==> config.mk <==
export PLATFORM = sky130hd
export DESIGN_NAME = priority_task_scheduler_top
export DESIGN_NICKNAME = d
export VERILOG_FILES = /design/src/rtl/pts_pkg.sv /design/src/rtl/pts_ctrl.sv /design/src/rtl/pts_dpath.sv /design/src/rtl/priority_task_scheduler_top.sv
export SDC_FILE = /design/constraint.sdc
export NUM_CORES = 1
export LEC_CHECK = 0
export CAP_MARGIN = 10
export CELL_PAD_IN_SITES_DETAIL_PLACEMENT = 0
export CELL_PAD_IN_SITES_GLOBAL_PLACEMENT = 1
export CORE_MARGIN = 3
export CORE_UTILIZATION = 50
export CTS_CLUSTER_SIZE = 10
export DETAILED_ROUTE_END_ITERATION = 6
export DONT_BUFFER_PORTS = 1
export GPL_TIMING_DRIVEN = 1
export HOLD_SLACK_MARGIN = 0.15
export PLACE_DENSITY = 0.82
export REMOVE_ABC_BUFFERS = 1
export SLEW_MARGIN = 5
export SYNTH_ARGS = -nofsm -noshare
export SYNTH_HDL_FRONTEND = slang
export SYNTH_HIERARCHICAL = 1
export SYNTH_SLANG_ARGS = --single-unit
export TNS_END_PERCENT = 20
==> constraint.sdc <==
create_clock -name clk -period 15.7 [get_ports clk]
set_input_delay 2.355 -clock clk [delete_from_list [all_inputs] [get_ports clk]]
set_output_delay 2.355 -clock clk [all_outputs]
set_load 0.03 [all_outputs]
==> src/rtl/pts_pkg.sv <==
`timescale 1ns / 1ps
`default_nettype none
// ----------------------------------------------------------------------------
// Priority task scheduler package
// Shared widths, operation and mode codes, and the controller/datapath
// command and status structures.
// ----------------------------------------------------------------------------
package pts_pkg;

  localparam int MAX_TASKS_DEF = 8;
  localparam int TICK_BITS_DEF = 32;

  localparam int OP_W        = 3;
  localparam int DLY_W       = 32;
  localparam int TASK_W      = 3;
  localparam int PRIO_W      = 7;
  localparam int PRIO_SLOTS  = 8;
  localparam int PRIO_FLD_W  = PRIO_W * PRIO_SLOTS;
  localparam int MASK_W      = 8;
  localparam int TICK_OUT_W  = 32;
  localparam int CFG_IDX_W   = 2;
  localparam int CFG_DATA_W  = PRIO_FLD_W;
  localparam int MODE_W      = 2;

  localparam logic [OP_W-1:0] OP_START    = 3'd0;
  localparam logic [OP_W-1:0] OP_DELAY    = 3'd1;
  localparam logic [OP_W-1:0] OP_SUSPEND  = 3'd2;
  localparam logic [OP_W-1:0] OP_ACTIVATE = 3'd3;
  localparam logic [OP_W-1:0] OP_TICK     = 3'd4;

  localparam logic [MODE_W-1:0] MODE_READY     = 2'd0;
  localparam logic [MODE_W-1:0] MODE_WAITING   = 2'd1;
  localparam logic [MODE_W-1:0] MODE_SUSPENDED = 2'd2;

  localparam logic [CFG_IDX_W-1:0] CFG_USER_TASK_COUNT = 2'd0;
  localparam logic [CFG_IDX_W-1:0] CFG_TASK_PRIORITIES = 2'd1;
  localparam logic [CFG_IDX_W-1:0] CFG_AUTOSTART_MASK  = 2'd2;

  typedef struct packed {
    logic latch;
    logic apply;
    logic pick;
    logic decr;
    logic load_out;
  } pts_cmd_t;

  typedef struct packed {
    logic op_start;
    logic op_tick;
    logic op_known;
    logic out_free;
  } pts_status_t;

endpackage
`default_nettype wire

==> src/rtl/pts_ctrl.sv <==
`timescale 1ns / 1ps
`default_nettype none
// ----------------------------------------------------------------------------
// Scheduler controller
// Sequences one operation through apply, pick, delay countdown and result
// load, and holds off the input channel while an operation is in flight.
// ----------------------------------------------------------------------------
module pts_ctrl (
  input  wire                  clk,
  input  wire                  rst,
  input  wire                  in_valid,
  output logic                 in_stall,
  input  pts_pkg::pts_status_t status,
  output pts_pkg::pts_cmd_t    cmd
);
  import pts_pkg::*;

  localparam logic [2:0] S_IDLE  = 3'd0;
  localparam logic [2:0] S_APPLY = 3'd1;
  localparam logic [2:0] S_PICK  = 3'd2;
  localparam logic [2:0] S_DECR  = 3'd3;
  localparam logic [2:0] S_DONE  = 3'd4;

  logic [2:0] state;
  logic [2:0] state_next;

  assign in_stall = (state != S_IDLE);

  always_comb begin
    state_next = state;
    cmd = '0;
    case (state)
      S_IDLE: begin
        if (in_valid) begin
          cmd.latch = 1'b1;
          state_next = S_APPLY;
        end
      end
      S_APPLY: begin
        cmd.apply = 1'b1;
        // Start and unrecognised operations make no pick.
        if (status.op_start || !status.op_known) begin
          state_next = S_DONE;
        end else begin
          state_next = S_PICK;
        end
      end
      S_PICK: begin
        cmd.pick = 1'b1;
        state_next = status.op_tick ? S_DECR : S_DONE;
      end
      S_DECR: begin
        cmd.decr = 1'b1;
        state_next = S_DONE;
      end
      S_DONE: begin
        if (status.out_free) begin
          cmd.load_out = 1'b1;
          state_next = S_IDLE;
        end
      end
      default: begin
        state_next = S_IDLE;
      end
    endcase
  end

  always_ff @(posedge clk) begin
    if (rst) begin
      state <= S_IDLE;
    end else begin
      state <= state_next;
    end
  end

endmodule
`default_nettype wire

==> src/rtl/pts_dpath.sv <==
`timescale 1ns / 1ps
`default_nettype none
// ----------------------------------------------------------------------------
// Scheduler datapath
// Configuration registers, task table, priority pick, delay countdown and
// the result register.
// ----------------------------------------------------------------------------
module pts_dpath #(
  parameter int MAX_TASKS = pts_pkg::MAX_TASKS_DEF,
  parameter int TICK_BITS = pts_pkg::TICK_BITS_DEF
) (
  input  wire                              clk,
  input  wire                              rst,
  input  wire                              cfg_valid,
  output logic                             cfg_ready,
  input  wire  [pts_pkg::CFG_IDX_W-1:0]    cfg_index,
  input  wire  [pts_pkg::CFG_DATA_W-1:0]   cfg_data,
  input  wire  [pts_pkg::OP_W-1:0]         opcode,
  input  wire  [pts_pkg::DLY_W-1:0]        delay_ticks,
  input  wire  [pts_pkg::TASK_W-1:0]       target_task,
  output logic                             out_valid,
  input  wire                              out_stall,
  output logic [pts_pkg::TASK_W-1:0]       running_task,
  output logic                             running_valid,
  output logic                             switched,
  output logic [pts_pkg::TICK_OUT_W-1:0]   tick_count,
  input  pts_pkg::pts_cmd_t                cmd,
  output pts_pkg::pts_status_t             status
);
  import pts_pkg::*;

  localparam int IDXW = $clog2(MAX_TASKS);
  // Only the first eight entries can ever lie at or below the idle slot.
  localparam int SCAN = (MAX_TASKS < PRIO_SLOTS) ? MAX_TASKS : PRIO_SLOTS;

  // Configuration
  logic [TASK_W-1:0]     user_task_count;
  logic [PRIO_FLD_W-1:0] task_priorities;
  logic [MASK_W-1:0]     autostart_mask;

  // Task table and scheduler state
  logic [MODE_W-1:0]    mode [MAX_TASKS];
  logic [TICK_BITS-1:0] sleep_left [MAX_TASKS];
  logic                 cur_valid;
  logic [IDXW-1:0]      current;
  logic [IDXW-1:0]      chosen;
  logic [TICK_BITS-1:0] ticks;
  logic                 sw;

  // Latched operation
  logic [OP_W-1:0]   op;
  logic [DLY_W-1:0]  dly;
  logic [TASK_W-1:0] tgt;

  logic [IDXW-1:0]            idle;
  logic [IDXW-1:0]            best_idx;
  logic [PRIO_W-1:0]          best_prio;
  logic                       best_found;
  logic [IDXW-1:0]            pick_idx;
  logic                       pick_change;
  logic [TICK_BITS-1:0]       dly_fit;
  logic [DLY_W+TICK_BITS-1:0] dly_wide;
  logic [TICK_BITS+TICK_OUT_W-1:0] ticks_wide;
  logic [IDXW+TASK_W-1:0]     cur_wide;
  logic [MAX_TASKS+MASK_W-1:0] mask_wide;
  logic                       tgt_in_range;
  logic [IDXW-1:0]            tgt_idx;
  logic [IDXW+TASK_W-1:0]     tgt_wide;

  assign cfg_ready = 1'b1;

  always_ff @(posedge clk) begin
    if (rst) begin
      user_task_count <= '0;
      task_priorities <= '0;
      autostart_mask  <= '0;
    end else if (cfg_valid) begin
      case (cfg_index)
        CFG_USER_TASK_COUNT: user_task_count <= cfg_data[TASK_W-1:0];
        CFG_TASK_PRIORITIES: task_priorities <= cfg_data[PRIO_FLD_W-1:0];
        CFG_AUTOSTART_MASK:  autostart_mask  <= cfg_data[MASK_W-1:0];
        default: begin
        end
      endcase
    end
  end

  always_comb begin
    if ({29'b0, user_task_count} < 32'(MAX_TASKS)) begin
      idle = IDXW'(user_task_count);
    end else begin
      idle = IDXW'(MAX_TASKS - 1);
    end
  end

  assign dly_wide   = {{TICK_BITS{1'b0}}, dly};
  assign dly_fit    = dly_wide[TICK_BITS-1:0];
  assign ticks_wide = {{TICK_OUT_W{1'b0}}, ticks};
  assign cur_wide   = {{TASK_W{1'b0}}, current};
  assign mask_wide  = {{MAX_TASKS{1'b0}}, autostart_mask};
  assign tgt_wide   = {{IDXW{1'b0}}, tgt};
  assign tgt_idx    = tgt_wide[IDXW-1:0];
  assign tgt_in_range = ({29'b0, tgt} < 32'(MAX_TASKS));

  // Highest priority ready task at or below the idle slot; the first one
  // found wins a tie.
  always_comb begin
    best_found = 1'b0;
    best_prio  = '0;
    best_idx   = chosen;
    for (int i = 0; i < SCAN; i++) begin
      if ((32'(i) <= 32'(idle)) && (mode[i] == MODE_READY) &&
          (!best_found || (task_priorities[PRIO_W*i +: PRIO_W] > best_prio))) begin
        best_found = 1'b1;
        best_prio  = task_priorities[PRIO_W*i +: PRIO_W];
        best_idx   = IDXW'(i);
      end
    end
  end

  assign pick_idx    = best_idx;
  assign pick_change = !cur_valid || (pick_idx != current);

  always_ff @(posedge clk) begin
    if (cmd.latch) begin
      op  <= opcode;
      dly <= delay_ticks;
      tgt <= target_task;
    end
  end

  always_ff @(posedge clk) begin
    if (rst) begin
      for (int i = 0; i < MAX_TASKS; i++) begin
        mode[i]       <= MODE_SUSPENDED;
        sleep_left[i] <= '0;
      end
      cur_valid <= 1'b0;
      current   <= '0;
      chosen    <= '0;
      ticks     <= '0;
      sw        <= 1'b0;
    end else begin
      if (cmd.latch) begin
        sw <= 1'b0;
      end
      if (cmd.apply) begin
        case (op)
          OP_START: begin
            for (int i = 0; i < MAX_TASKS; i++) begin
              if (32'(i) < 32'(idle)) begin
                mode[i] <= mask_wide[i] ? MODE_READY : MODE_SUSPENDED;
              end else if (32'(i) == 32'(idle)) begin
                mode[i] <= MODE_READY;
              end else begin
                mode[i] <= MODE_SUSPENDED;
              end
              sleep_left[i] <= '0;
            end
            cur_valid <= 1'b0;
            current   <= '0;
            ticks     <= '0;
          end
          OP_DELAY: begin
            if (cur_valid) begin
              mode[current]       <= MODE_WAITING;
              sleep_left[current] <= dly_fit;
            end
          end
          OP_SUSPEND: begin
            if (cur_valid) begin
              mode[current] <= MODE_SUSPENDED;
            end
          end
          OP_ACTIVATE: begin
            if (tgt_in_range) begin
              mode[tgt_idx] <= MODE_READY;
            end
          end
          OP_TICK: begin
            ticks <= ticks + TICK_BITS'(1);
          end
          default: begin
          end
        endcase
      end
      if (cmd.pick) begin
        chosen <= pick_idx;
        sw     <= pick_change;
        if (pick_change) begin
          current        <= pick_idx;
          cur_valid      <= 1'b1;
          mode[pick_idx] <= MODE_READY;
        end
      end
      if (cmd.decr) begin
        // Countdown of the waiting user tasks, after the pick of this tick.
        for (int i = 0; i < SCAN; i++) begin
          if ((32'(i) < 32'(idle)) && (mode[i] == MODE_WAITING)) begin
            sleep_left[i] <= sleep_left[i] - TICK_BITS'(1);
            if (sleep_left[i] == TICK_BITS'(1)) begin
              mode[i] <= MODE_READY;
            end
          end
        end
      end
    end
  end

  // Result register
  always_ff @(posedge clk) begin
    if (rst) begin
      out_valid <= 1'b0;
    end else if (cmd.load_out) begin
      out_valid <= 1'b1;
    end else if (!out_stall) begin
      out_valid <= 1'b0;
    end
  end

  always_ff @(posedge clk) begin
    if (cmd.load_out) begin
      running_task  <= cur_valid ? cur_wide[TASK_W-1:0] : '0;
      running_valid <= cur_valid;
      switched      <= sw;
      tick_count    <= ticks_wide[TICK_OUT_W-1:0];
    end
  end

  assign status.op_start = (op == OP_START);
  assign status.op_tick  = (op == OP_TICK);
  assign status.op_known = (op == OP_START) || (op == OP_DELAY) || (op == OP_SUSPEND) ||
                           (op == OP_ACTIVATE) || (op == OP_TICK);
  assign status.out_free = !out_valid || !out_stall;

endmodule
`default_nettype wire

==> src/rtl/priority_task_scheduler_top.sv <==
`timescale 1ns / 1ps
`default_nettype none
// ----------------------------------------------------------------------------
// Priority task scheduler
// Fixed-priority preemptive scheduler core: a table of task modes and delay
// counts driven by start, delay, suspend, activate and tick operations.
// ----------------------------------------------------------------------------
// One operation is in flight at a time and yields exactly one result
// transaction. Start and unrecognised operations pass only the apply state
// before the result load; delay, suspend and activate also pass a priority
// pick over the ready entries at or below the idle slot, and a tick also a
// countdown state over the waiting tasks. The input is stalled from
// acceptance until the result is loaded, so a new transaction is taken only
// after the last one's result is loaded; a result that is held by out_stall
// delays the load of the next one. Configuration writes are always taken and
// must only be issued while no operation is in flight.
module priority_task_scheduler_top #(
  parameter int MAX_TASKS = pts_pkg::MAX_TASKS_DEF,
  parameter int TICK_BITS = pts_pkg::TICK_BITS_DEF
) (
  input  wire                              clk,
  input  wire                              rst,
  input  wire                              cfg_valid,
  output logic                             cfg_ready,
  input  wire  [pts_pkg::CFG_IDX_W-1:0]    cfg_index,
  input  wire  [pts_pkg::CFG_DATA_W-1:0]   cfg_data,
  input  wire                              in_valid,
  output logic                             in_stall,
  input  wire  [pts_pkg::OP_W-1:0]         opcode,
  input  wire  [pts_pkg::DLY_W-1:0]        delay_ticks,
  input  wire  [pts_pkg::TASK_W-1:0]       target_task,
  output logic                             out_valid,
  input  wire                              out_stall,
  output logic [pts_pkg::TASK_W-1:0]       running_task,
  output logic                             running_valid,
  output logic                             switched,
  output logic [pts_pkg::TICK_OUT_W-1:0]   tick_count
);
  import pts_pkg::*;

  pts_cmd_t    cmd;
  pts_status_t status;

  pts_ctrl u_ctrl (
    .clk      (clk),
    .rst      (rst),
    .in_valid (in_valid),
    .in_stall (in_stall),
    .status   (status),
    .cmd      (cmd)
  );

  pts_dpath #(
    .MAX_TASKS (MAX_TASKS),
    .TICK_BITS (TICK_BITS)
  ) u_dpath (
    .clk           (clk),
    .rst           (rst),
    .cfg_valid     (cfg_valid),
    .cfg_ready     (cfg_ready),
    .cfg_index     (cfg_index),
    .cfg_data      (cfg_data),
    .opcode        (opcode),
    .delay_ticks   (delay_ticks),
    .target_task   (target_task),
    .out_valid     (out_valid),
    .out_stall     (out_stall),
    .running_task  (running_task),
    .running_valid (running_valid),
    .switched      (switched),
    .tick_count    (tick_count),
    .cmd           (cmd),
    .status        (status)
  );

endmodule
`default_nettype wire

==> key figures, run 1 <==
Pwr
  • Max VDD drop: 0.0904 mV
  • Total power: between 2 and 3 mW
  • P_leak: 8.58 nW
  • PD cells: a little under 100 nW/um2

Timing
  • Max_slew headroom: 0.167
  • Final Slew Violations: 0
  • Fmax: 69.4 MHz
  • Setup TNS Final: 0 ps
  • Clk_skew: 25.2 ps
  • Fin crit share: 0.918
  • Final min period: roughly 14000 ps
  • # setup viols final: 0
  • Final hold slack: about 450 ps
  • Slew @ Worst Pin: 1250 ps
  • RSZ-0062 raised after global routing: no
  • Hold Vio Cnt, Final: 0
  • Setup slack after layout: 1290 ps

Routing
  • Final ANT Viol Nets: 0
  • DRT Wirelength: between 60000 and 70000 um
  • Routed WL per cell: 21.6 um
  • # DRC: 0
  • Drt pass-1 iters: 5
  • Vias: 18700
  • Vias per cell: 6.06
  • Initial DRC Count: 1628

Cells and area
  • Fin nets: 2618
  • Post-layout instance area: between 20000 and 30000 um2
  • P&R area growth vs syn: 8.64%
  • Fraction of layout cells with a size suffix above 1: 0.0609

Worst setup path
  • Worst Setup End Kind: register
  • Worst Path Class, Setup: reg2reg
  • Slowest stage cell, crit path: a311oi_4
  • CP required: approximately 16000 ps
  • Startpoint Class: register
  • Arrival @ worst endpoint: 14850 ps
  • Critical-path maximum fanout: 22
  • Max stage delay on crit path: 540 ps
  • Largest delay share family, worst path: compound AO/OA/AOI/OAI gates
  • Most used cell, CP: ha_1
  • Bufs and invs on worst path: 3

Worst hold path
  • Hold Path Class: reg2reg

Global routing
  • First-pass GRT wire length: 102000 um
  • Initial antenna violation count: 2
  • Global route total overflow: 0
  • Vias in the first global route: ~18000
  • Largest net degree at the start of global routing: 94
  • Global-route usage over all layers: 0.260

Die
  • Die area: a little under 50000 um2
  • Core box area: 45900 um2
  • Die Span X: 222 um
  • # rows: 78
  • DIE HEIGHT: 222 um
  • Io pins: 141
  • Initial core utilization: 0.511

Logic synthesis
  • Cell taking the most area after synthesis: edfxtp_1
  • Most frequent cell after synthesis: nand2_1
  • Sequential cell area fraction in the yosys report: 0.491
  • Post-Synth Simple-Gate Area: 0.215
  • Syn Std Cell Area: 23400 um2
  • Main combinational cell family by area after synthesis: simple AND/OR/NAND/NOR gates
  • Top cells by area, synth: edfxtp_1 (38%), dfxtp_1 (11%), nand2_1 (6.8%), xnor2_1 (5.4%), o21ai_0 (5.1%)
  • Top-area cell type share of the netlist area: 0.383
  • Unique masters post-synth: 87
  • Synth Flop Type: edfxtp_1
  • XOR/XNOR Fraction of Synth Area: 0.0811
  • Ys Warns: 6
  • Avg Cell Area, Syn: approximately 9.4 um2
  • Post-synth EDFFs: ~300
  • Commonest cells post-synth: nand2_1 (427), edfxtp_1 (299), o21ai_0 (239)
  • Compound-Gate Fraction of Synth Area: 0.130
  • Mux contribution to synthesized area: 0.0201
  • Cells after Synth: 2484
  • Adder-Cell Fraction of Synth Area: 0.0342
  • Async SR Flop Fraction: 0
  • Flops & latches, synth: 425

Clocking
  • CTS max path bufs: 3
  • Worst-Skew Late Latency: 600 ps
  • Total setup buffers inserted after CTS: 0
  • Clock transition at path regs: ~60 ps
  • Clock Root Buffer: clkbuf_16
  • H-tree Lvls: 2
  • CTS Buf Count: 50
  • Clk sinks: 425
  • CTS tree: done

Place
  • DP Worst Slack: 561 ps
  • Gpl congestion: 0.911
  • Buffers on Ports: 0
  • Post-placement cell area: 24000 um2
  • Post-DP HPWL: about 45000 um

Flow run
  • Number of max-cap violations: 0

Outcome
  • Status: finished clean
## metal layers
| metal | part of all wire | track usage | vias to the layer above |
|---|---|---|---|
| li1 | - | - | 8872 |
| met1 | 0.43 | 0.358 | 8999 |
| met2 | 0.45 | 0.407 | 660 |
| met3 | 0.076 | 0.0538 | 133 |
| met4 | 0.038 | 0.0958 | 0 |
| met5 | 0 | 0 | - |
## power by group
| group | internal [mW] | leakage [nW] | switching, mW |
|---|---|---|---|
| sequential | 1.24 | 4.08 | 0.0794 |
| combinational | 0.0540 | 3.81 | 0.0854 |
| clock | 0.606 | 0.691 | 0.444 |
| total | 1.90 | 8.58 | 0.608 |
## flip-flops by register name (all words and copies together) (netlist names)
signal,flops
u_dpath/switched,1
u_dpath/idle,3
u_dpath/sleep_left,224
u_ctrl/state,3
u_dpath/sw,1
u_dpath/dly,32
u_dpath/chosen,3
u_dpath/running_task,3
u_dpath/tick_count,32
u_dpath/current,3
u_dpath/mode,16
u_dpath/running_valid,1
u_dpath/out_valid,1
u_dpath/task_priorities,56
u_dpath/autostart_mask,7
u_dpath/tgt,3
u_dpath/ticks,32
u_dpath/op,3
u_dpath/cur_valid,1
## repair_timing
action | CTS | global route
hold buffers | 0 | 0
endpoints found under the setup margin | 0 | 22
gates resized for setup | 0 | 4
## path summary, 6_finish.rpt
check	from	to	slack (ps)	depth (start not counted)
worst max-delay path	u_dpath/mode[0][0]	u_dpath/mode[0][0]	1290	56
worst min-delay path	u_dpath/task_priorities[21]	u_dpath/task_priorities[21]	450	2
worst max register to register	u_dpath/mode[0][0]	u_dpath/mode[0][0]	1290	56
worst min register to register	u_dpath/task_priorities[21]	u_dpath/task_priorities[21]	450	2
## placed cells by master, fill, tap and decap left out, types with 10 or more instances in the layout
master     instances
nor4_1            46
dfxtp_1          126
clkbuf_16         51
nor3b_1           10
xnor2_1          145
and2_1            17
nand4_1           19
xor2_1            72
nor2_1           211
o211ai_1          11
nand3_1           49
a211oi_1          12
a22oi_1           14
inv_1             54
mux2i_1           29
buf_4             26
ha_1              64
or4_1             33
edfxtp_1         299
nand2_1          427
nor3_1            83
and3_1            15
nand2b_1          15
nand3b_1          24
or2_2             18
mux2_2            15
clkbuf_1          20
a21o_1            21
a21oi_1          126
or3_1             35
o21ai_0          238
## stage by stage
step | utilization | cells
after global routing | 0.555 | 3082
after CTS | 0.555 | 3080
after detailed placement | 0.523 | 3001
after floorplan | - | 2375
final | 0.555 | 3082
after global placement | 0.523 | 3001
## tightest hold or removal path: stages, from the launching register on
cell and delay [ps]:
dfxtp_1 310, nand2_1 50, a21oi_1 50
## logic make-up after synthesis
logic type | count (synthesis)
AO/OA/AOI/OAI | 513
other | 1
XOR/XNOR | 217
adder cells (fa/ha/maj) | 64
multiplexers | 45
buffers and inverters | 164
flip-flops | 425
AND/OR/NAND/NOR | 1055
## area by class of cell
class | count | area, um2
tap | 600 | 751
inverter | 55 | 206
fill | 4088 | 20400
antenna | 2 | 5.00
clock inverter | 5 | 47.5
timing repair buffer | 26 | 195
multi-input combinational | 1895 | 11400
clock buffer | 74 | 1390
sequential | 425 | 11500
(Power assumes the default switching activity.)
==> run 2: changes to the inputs <==
--- a/config.mk
+++ b/config.mk
@@ -5,17 +5,16 @@
 export SDC_FILE = /design/constraint.sdc
 export NUM_CORES = 1
 export LEC_CHECK = 0
-export CAP_MARGIN = 10
 export CELL_PAD_IN_SITES_DETAIL_PLACEMENT = 0
 export CELL_PAD_IN_SITES_GLOBAL_PLACEMENT = 1
 export CORE_MARGIN = 3
 export CORE_UTILIZATION = 50
-export CTS_CLUSTER_SIZE = 10
+export CTS_CLUSTER_SIZE = 14
 export DETAILED_ROUTE_END_ITERATION = 6
 export DONT_BUFFER_PORTS = 1
 export GPL_TIMING_DRIVEN = 1
 export HOLD_SLACK_MARGIN = 0.15
-export PLACE_DENSITY = 0.82
+export PLACE_DENSITY_LB_ADDON = 0.1
 export REMOVE_ABC_BUFFERS = 1
 export SLEW_MARGIN = 5
 export SYNTH_ARGS = -nofsm -noshare
==> run 2 against run 1 <==
Utilization up 0.11 points. Clock power hardly changed. Setup slack better by 170 ps. Worst hold slack better by 0.68 ps. Global-route usage decreased by 0.19 points. Flip-flop and latch count stayed put. Critical endpoint is now u_dpath/sw. Critical path type unchanged. Via count down 0.86%. Power rose by 1.0%.
==> key figures, run 2 (synthesis results as in run 1) <==
Routing
  • Vias: 18500
  • Drt pass-1 iters: 6
  • Initial DRC Count: approximately 2100
  • Routed WL per cell: between 20 and 25 um
  • Vias per cell: 5.99
  • DRT Wirelength: roughly 66000 um
  • # DRC: 0
  • Final ANT Viol Nets: 0

Die
  • Initial core utilization: 0.511
  • Core box area: 45900 um2
  • Die area: around 49000 um2
  • DIE HEIGHT: 222 um
  • # rows: between 70 and 80
  • Io pins: 141
  • Die Span X: 222 um

Place
  • Buffers on Ports: 0
  • Post-placement cell area: 24000 um2
  • Inst Count DP: 2999
  • Gpl congestion: 0.886
  • Post-DP HPWL: ~45000 um

Worst setup path
  • Crit path depth: 56
  • Bufs and invs on worst path: 3
  • Worst Path Class, Setup: reg2reg
  • Startpoint Class: register
  • Critical-path maximum fanout: 21
  • CP required: about 16000 ps
  • Most used cell, CP: ha_1
  • Worst r2r path cells: 56
  • Slowest stage cell, crit path: a31oi_1
  • Worst Setup End Kind: register
  • Max stage delay on crit path: 610 ps
  • Arrival @ worst endpoint: about 15000 ps
  • Largest delay share family, worst path: compound AO/OA/AOI/OAI gates

Timing
  • Setup TNS Final: 0 ps
  • Final Slew Violations: 0
  • Clk_skew: 26.0 ps
  • Final min period: approximately 14000 ps
  • Final hold slack: 450 ps
  • RSZ-0062 raised after global routing: no
  • Slew @ Worst Pin: about 1200 ps
  • Fmax: around 70 MHz
  • Fin crit share: 0.907
  • # setup viols final: 0
  • Hold Vio Cnt, Final: 0
  • Max_slew headroom: 0.181

Clocking
  • Clock Root Buffer: clkbuf_16
  • Clock transition at path regs: ~60 ps
  • CTS tree: done
  • Worst-Skew Late Latency: 600 ps
  • Number of hold buffers added after cts: 0
  • CTS max path bufs: 3
  • Total setup buffers inserted after CTS: 0
  • H-tree Lvls: 2
  • Clk sinks: 425
  • CTS Buf Count: 47

Global routing
  • Largest net degree at the start of global routing: between 90 and 100
  • First-pass GRT wire length: 101000 um
  • Global route total overflow: 0
  • Vias in the first global route: ~17000
  • Global-route usage over all layers: 0.258
  • Initial antenna violation count: 2

Cells and area
  • Sequential Area: between 10000 and 15000 um2
  • P&R area growth vs syn: 8.86%
  • Commonest non-fill, non-tap cell in the layout: nand2_1
  • Reg with most FFs: u_dpath/sleep_left
  • Fillcell total: 4125
  • Fin nets: 2613
  • Final core utilization: 0.556
  • Post-layout instance area: ~25000 um2
  • Registers with the most flip-flops: u_dpath/sleep_left (224), u_dpath/task_priorities (56)
  • Fraction of layout cells with a size suffix above 1: 0.0672
  • Max reg flops: 224
  • Fin cells: 3088
  • Most frequent cells in the layout: nand2_1 (427), edfxtp_1 (299), o21ai_0 (238)
  • Multi-input combinational cell area: 11400 um2

Pwr
  • Max VDD drop: slightly below 0.1 mV
  • Internal: 1.91 mW
  • PD cells: 99.5 nW/um2
  • Part of the power in registers: 0.520
  • P_leak: 8.63 nW
  • Clock group share of total power: 0.425
  • Sw frac: 0.248
  • NetSw: between 0.6 and 0.7 mW
  • Logic pwr share: 0.055

Outcome
  • Status: finished clean

Worst hold path
  • Hold Path Class: reg2reg
  • Worst Hold Depth: 0

Flow run
  • Number of max-cap violations: 0
-- run 2: cell types whose count changed in the layout (fill, tap and decap cells not counted), sizes merged --
cell | before | now
buf | 26 | 24
bufinv | 0 | 2
clkbuf | 74 | 59
clkinv | 5 | 23
inv | 54 | 57
-- run 2: per-layer routing --
layer / part of all wire / track usage
met4: 0.028 / 0.0792
met2: 0.46 / 0.407
met3: 0.069 / 0.0477
met1: 0.45 / 0.363
met5: 0 / 0
-- run 2: power groups by stage --
stage / Sequential [mW] / Clock [mW] / Combinational [mW]
floorplan: 1.31 / 0 / 0.103
global placement: 1.34 / 0 / 0.135
detailed placement: 1.34 / 0 / 0.138
CTS: 1.32 / 1.11 / 0.139
global route: 1.32 / 1.15 / 0.155
finish: 1.32 / 1.08 / 0.139
-- run 2: path summary, 6_finish.rpt --
check | from | to | slack, ps
hold reg to reg | u_dpath/ticks[31] | u_dpath/tick_count[31] | 450
setup / recovery | u_dpath/mode[0][0] | u_dpath/sw | 1460
hold / removal | u_dpath/ticks[31] | u_dpath/tick_count[31] | 450
setup reg to reg | u_dpath/mode[0][0] | u_dpath/sw | 1460
-- run 2: final cells by class --
| class | instances | share of cell area |
|---|---|---|
| timing repair buffer | 24 | 0.00707 |
| multi-input combinational | 1895 | 0.446 |
| clock buffer | 59 | 0.0499 |
| tap | 600 | 0.0294 |
| sequential | 425 | 0.451 |
| clock inverter | 28 | 0.00873 |
| antenna | 2 | 0.000196 |
| inverter | 55 | 0.00810 |
-- run 2: repair_timing --
item                                   CTS  global route
endpoints found under the hold margin    0             0
setup endpoints to repair                0            24
resized for setup                        0             6
-- run 2: metrics by stage --
stage / total power [mW] / setup slack, ps
floorplan: 1.41 / 2290
global placement: 1.48 / 962
detailed placement: 1.48 / 376
CTS: 2.56 / 301
global route: 2.63 / 159
finish: 2.54 / 1460
-- run 2: worst reg2reg max path, delay by kind of cell (launching register included) --
kind / cells / cell delay [ps]
AOI/OAI and AO/OA: 26 / 6130
adders and majority gates: 7 / 1990
buffers and inverters: 3 / 400
DFF: 1 / 350
muxes: 3 / 1070
and+or+nand+nor: 17 / 4230
